<file path="src/rtl/icc_pkg.sv">
// interval coverage cache: shared types, constants and state codes
// used by icc_ctrl, icc_datapath and interval_coverage_cache_core; no dependencies
package icc_pkg;

  localparam int unsigned MaxIntervals = 64;
  localparam logic [31:0] ThresholdReset = 32'hFFFF_FFFF;

  typedef enum logic {
    CMD_WRITE = 1'b0,
    CMD_READ  = 1'b1
  } cmd_e;

  typedef struct packed {
    logic        command;
    logic [47:0] offset;
    logic [31:0] length;
  } req_t;

  typedef struct packed {
    logic        hit;
    logic        cached;
    logic        overflow;
    logic [48:0] bytes_in_use;
    logic [47:0] writes_seen;
    logic [63:0] bytes_written;
    logic [47:0] writes_cached;
    logic [63:0] bytes_cached;
    logic [47:0] reads_seen;
    logic [63:0] bytes_read;
    logic [47:0] reads_hit;
    logic [63:0] bytes_hit;
  } rsp_t;

  typedef enum logic [2:0] {
    ST_IDLE,
    ST_SCAN1,
    ST_DECIDE,
    ST_SCAN2,
    ST_STORE,
    ST_DONE
  } state_e;

  // controller to datapath
  typedef struct packed {
    logic load;      // capture request, update counters
    logic scan1;     // pass one step: find slot / hit
    logic scan2;     // pass two step: merge and invalidate
    logic store;     // write merged range
    logic restart;   // reset scan index
    logic respond;   // drive result strobe
  } cmd_t;

  // datapath to controller
  typedef struct packed {
    logic last;      // scan index at final entry
    logic record;    // write within threshold
    logic is_read;
    logic have_slot; // slot found after pass one
    logic hit;
  } sts_t;

endpackage

</file>
<file path="src/rtl/icc_ctrl.sv">
// interval coverage cache controller: sequences the two table passes
// depends on icc_pkg
module icc_ctrl (
  input  logic           clk_i,
  input  logic           rst_ni,
  input  logic           start_i,
  output logic           busy_o,
  input  icc_pkg::sts_t  sts_i,
  output icc_pkg::cmd_t  cmd_o
);

  icc_pkg::state_e state_q, state_d;

  always_ff @(posedge clk_i or negedge rst_ni) begin
    if (!rst_ni) begin
      state_q <= icc_pkg::ST_IDLE;
    end else begin
      state_q <= state_d;
    end
  end

  always_comb begin
    state_d = state_q;
    cmd_o   = '0;
    busy_o  = (state_q != icc_pkg::ST_IDLE);
    unique case (state_q)
      icc_pkg::ST_IDLE: begin
        if (start_i) begin
          cmd_o.load    = 1'b1;
          cmd_o.restart = 1'b1;
          state_d       = icc_pkg::ST_SCAN1;
        end
      end
      icc_pkg::ST_SCAN1: begin
        cmd_o.scan1 = 1'b1;
        if (sts_i.last || (sts_i.is_read && sts_i.hit) ||
            (!sts_i.is_read && !sts_i.record)) begin
          state_d = sts_i.is_read || !sts_i.record ? icc_pkg::ST_DONE
                                                   : icc_pkg::ST_DECIDE;
        end
      end
      icc_pkg::ST_DECIDE: begin
        cmd_o.restart = 1'b1;
        state_d = sts_i.have_slot ? icc_pkg::ST_SCAN2 : icc_pkg::ST_DONE;
      end
      icc_pkg::ST_SCAN2: begin
        cmd_o.scan2 = 1'b1;
        if (sts_i.last) state_d = icc_pkg::ST_STORE;
      end
      icc_pkg::ST_STORE: begin
        cmd_o.store = 1'b1;
        state_d     = icc_pkg::ST_DONE;
      end
      icc_pkg::ST_DONE: begin
        cmd_o.respond = 1'b1;
        state_d       = icc_pkg::ST_IDLE;
      end
      default: state_d = icc_pkg::ST_IDLE;
    endcase
  end

endmodule

</file>
<file path="config.mk">
export PLATFORM = sky130hd
export DESIGN_NAME = icc_ctrl
export DESIGN_NICKNAME = d
export VERILOG_FILES = /design/src/rtl/icc_pkg.sv /design/src/rtl/icc_ctrl.sv
export SDC_FILE = /design/constraint.sdc
export NUM_CORES = 1
export LEC_CHECK = 0
export BUFFER_PORTS_ARGS = -buffer_cell sky130_fd_sc_hd__buf_4
export CAP_MARGIN = 20
export CORE_AREA = 10 10 47 49
export DETAILED_ROUTE_END_ITERATION = 8
export DIE_AREA = 0 0 57 59
export GPL_ROUTABILITY_DRIVEN = 0
export PLACE_DENSITY_LB_ADDON = 0.05
export REMOVE_ABC_BUFFERS = 1
export SLEW_MARGIN = 20
export SYNTH_ARGS = -nofsm -noshare
export SYNTH_HDL_FRONTEND = slang
export SYNTH_SLANG_ARGS = --single-unit
</file>
<file path="constraint.sdc">
create_clock -name clk_i -period 1.45 [get_ports clk_i]
set_input_delay 0.29 -clock clk_i [delete_from_list [all_inputs] [get_ports clk_i]]
set_output_delay 0.29 -clock clk_i [all_outputs]
set_load 0.01 [all_outputs]
</file>
# Word-level counts from Yosys, hierarchy flattened

Index checks and enable logic that the tools add are counted.

Register bits after elaboration: 3
Latch bits: 0
RAM bits: 0
ROM bits: 0
Bits of input ports: 8
Output and inout bits: 7
Word-level logic and storage cells: 32
Memories: 0

$add $sub $neg: 0
Multipliers: 0
Div/mod/pow operators: 0
Order comparisons: 0
Equality and inequality tests: 8
Shift operators: 0
Muxes and demuxes: 13
Bitwise operators: 0
Reduce and logical (&&, ||, !) cells: 10

Operator list:

| operator             | number |
|---|---|
| $mux W3              | 5 |
| $pmux W3 S5          | 1 |
| $eq A3 B2 Y1 const B | 2 |
| $eq A3 B3 Y1 const B | 2 |
| $mux W1              | 6 |
| $ne A2 B2 Y1 const B | 3 |
| $eq A3 B1 Y1 const B | 1 |
| $logic_not A3 Y1     | 1 |
| $logic_or A1 B1 Y1   | 3 |
| $reduce_and A3 Y1    | 1 |
| $reduce_bool A3 Y1   | 1 |
| $logic_and A1 B1 Y1  | 2 |
| $logic_not A1 Y1     | 2 |
| $pmux W1 S2          | 1 |

# Logic depth before layout (Yosys ltp)

Word-level depth: 5
Depth in mapped cells: 4
Mapped depth without buffers: 3

# Worst setup path after synthesis

Ideal clock, no wire load.

Path type: reg2out
From: reg state_q[1]
To: out cmd_o[5] (netlist name)
Data arrival time: 1.093 ns
Data required time: 1.160 ns
Slack: 0.067 ns
Stages on the path, launching flop included: 4
Buffers on the path: 1
Cell sequence: dfrtp_1 -> buf_2 -> or3_4 -> nor2_1

RTL lines:

| item                   | RTL line       | text |
|---|---|---|
| start, declared        | icc_ctrl.sv:12 | `icc_pkg::state_e state_q, state_d;` |
| start signal, assigned | icc_ctrl.sv:16 | `state_q <= icc_pkg::ST_IDLE;` |
| start signal, assigned | icc_ctrl.sv:18 | `state_q <= state_d;` |
| end, declared          | icc_ctrl.sv:9  | `output icc_pkg::cmd_t cmd_o` |

==> impl_metrics.csv <==
group,metric,value,unit
status,status,"finished with violations",
status,violations,"negative setup slack",
critical_path,reg2reg_slack,0.23,ns
detailed_routing,dr.pass1.iters,4,
critical_path,r2r_start,"state_q[1]",
power,powerDensity,1790,nW/um^2
detailed_routing,drc_errors,0,
synth,async_flop_share,100,%
synth,synthCells,32,
critical_path,critPathMaxStageDelay,0.38,ns
place,post-place-ws,0.169,ns
timing,rsz0062_at_grt,"yes",
final_layout,regArea,75.1,um^2
global_route,overflow,0,
global_route,antenna_found_initial,0,
final_layout,layout.cells.non_filler,68,
floorplanning,fp.dieArea,3360,um^2
min_path,min_from,"start_i",
synth,synth_top_area_share,27.3,%
global_route,grt_pass1_wl,1500,um
detailed_routing,vias,324,
detailed_routing,via_per_inst,4.76,
clocking,cts_buffers,3,
floorplanning,die_h,59,um
synth,yosys-top-cells-count,"nor3b_1, buf_2, dfrtp_1, nor2_1",
place,portBuffers,14,
floorplanning,pin_count,15,
critical_path,worstPathRequired,1.16,ns
synth,synth_ff_type,"dfrtp_1",
timing,relSlewSlack,78.5,%
detailed_routing,wl_per_cell,12.7,um
synth,ys_types,20,
global_route,grt_max_degree,13,
global_route,grt_usage,5.84,%
synth,ys_seq_area_share,27.3,%
power,vdd_ir_drop_max,0.647,mV
detailed_routing,wl,866,um
timing,setup_slack,-0.0368,ns
critical_path,end_kind,"output port",
clocking,clk_pin_slew,0.04,ns
detailed_routing,postRouteAntennaNets,0,
detailed_routing,drt-initial-drc-count,11,
min_path,hp-class,"input port to register",
floorplanning,rows,14,
critical_path,path_buf_inv,1,
final_layout,insertedDiodeCount,0,
synth,yosysTopAreaCell,"dfrtp_1",
critical_path,start_kind,"register",
final_layout,largest-register,"state_q",
clocking,cts_root_buffer,"clkbuf_4",
critical_path,slowest_stage,"or3_4",
clocking,cts_sinks,3,
final_layout,syn_to_final_growth,71.8,%
global_route,grt_pass1_vias,333,
timing,setup_viol,1,
timing,period_share,103,%
synth,synth_area_leaders,"dfrtp_1, nor3b_1, and3b_1",
synth,syn_area,275,um^2
critical_path,crit_family,"simple AND/OR/NAND/NOR gates",
final_layout,drive_gt1_share,55.8,%
place,dp_cells,62,
critical_path,timing.rr.end,"state_q[0]",
floorplanning,initial_core_util,19.6,%
power,p_leak,0.224,nW
timing,finalClockSkew,0.00505,ns
final_layout,nets,61,
final_layout,largest_reg_flops,3,
critical_path,worst-setup-path-type,"register to output port",
clocking,clk_latency,0.23,ns
clocking,cts_tree,"built",
timing,fin_crit,1.49,ns
clocking,clock_path_buffers,2,
min_path,hold_end,"state_q[0]",
final_layout,top_regs,"state_q: 3 flops",
floorplanning,die_x,57,um
synth,avgSynthCellArea,8.60,um^2
clocking,htreeDepth,1,
critical_path,critPathMaxFanout,2,
synth,synth_edf_count,0,
final_layout,n_fill_cell,164,
critical_path,ff2ff_path_depth,3,
critical_path,crit_path_cell_trace,"or3_4 -> nor2_2 -> buf_4",
place,hpwl,695,um
floorplanning,coreArea,1400,um^2
final_layout,multi_input_area,199,um^2
synth,ys_ff_latch,3,
critical_path,crit_arrival,1.20,ns
synth,synth.most_common_cell,"nor3b_1",
timing,worst_slew_pin_slew,0.320,ns
timing,maxSlewViolCount,0,
run,cap_violations,0,
min_path,whs_path_depth,3,
timing,fmax,673,MHz
timing,finalHoldViolations,0,
synth,ys_warn_count,0,
-- where the power goes --
part	total [mW]	switching [mW]	internal [mW]
combinational	0.558	0.250	0.308
clock	0.147	0.0436	0.103
sequential	0.141	0.0239	0.118
total	0.846	0.318	0.528
-- logic make-up (layout without fill, tap and decap cells) --
kind of cell / count (synthesis) / in the layout / share of synthesized area, %
AND/OR/NAND/NOR: 20 / 20 / 54.5
AO/OA/AOI/OAI: 5 / 5 / 11.4
buffers and inverters: 4 / 24 / 6.82
flip-flops: 3 / 3 / 27.3
-- worst max-delay path by stage --
stage	startpoint	endpoint	slack (ns)	cells past startpoint
2_1_floorplan	state_q[1]	cmd_o[5]	0.13	2
5_1_grt	state_q[0]	cmd_o[5]	-0.1	3
6_report	state_q[0]	cmd_o[5]	-0.04	3
3_5_place_dp	state_q[2]	cmd_o[5]	0.17	3
4_1_cts	state_q[0]	cmd_o[5]	-0.06	3
3_3_place_gp	state_q[2]	state_q[0]	0.17	3
-- through the flow --
stage	total power [mW]	utilization (%)	hold slack (ns)	setup TNS (ns)	area [um^2]
2_1_floorplan	0.397	-	-0.00559	0	260
3_3_place_gp	0.641	29.1	0.0792	0	408
3_5_place_dp	0.640	29.1	0.0824	0	408
4_1_cts	0.835	32.8	0.343	-0.0566	459
5_1_grt	0.940	33.8	0.381	-0.273	473
6_report	0.846	33.8	0.349	-0.0368	473
-- worst reg2reg max path: stages, from the launching register on --
cell	delay (ns)
dfrtp_1	0.36
buf_4	0.17
or4b_1	0.51
nand4_1	0.11
-- layout by cell type (no fill, tap or decap), types with 2 or more instances in the layout --
cell type,Yosys,layout
nor2_2,0,2
clkbuf_4,0,3
dfrtp_1,3,3
buf_4,0,17
and3b_1,2,2
o21ai_0,2,2
nor3b_1,4,3
nor2b_1,2,2
-- what timing repair did --
item,in CTS,in global routing
pin swaps,1,0
hold buffers,1,0
hold endpoints to repair,3,0
setup endpoints to repair,6,7
gates resized for setup,3,3
setup buffers,1,0
-- area by class of cell --
type	instances	share of cell area [%]
Clock buffer	4	5.56
Inverter	1	0.794
Multi-Input combinational cell	25	42.1
Sequential cell	3	15.9
Tap cell	16	4.23
Timing Repair Buffer	19	31.5
-- routing by layer --
metal	up-vias	GRT usage, %	share of wire [%]
met5	-	0	0
met4	0	6.04	3.1
met3	2	2.36	7.6
met2	15	8.06	47
met1	152	6.44	42
li1	155	-	-
(Power assumes the default switching activity.)
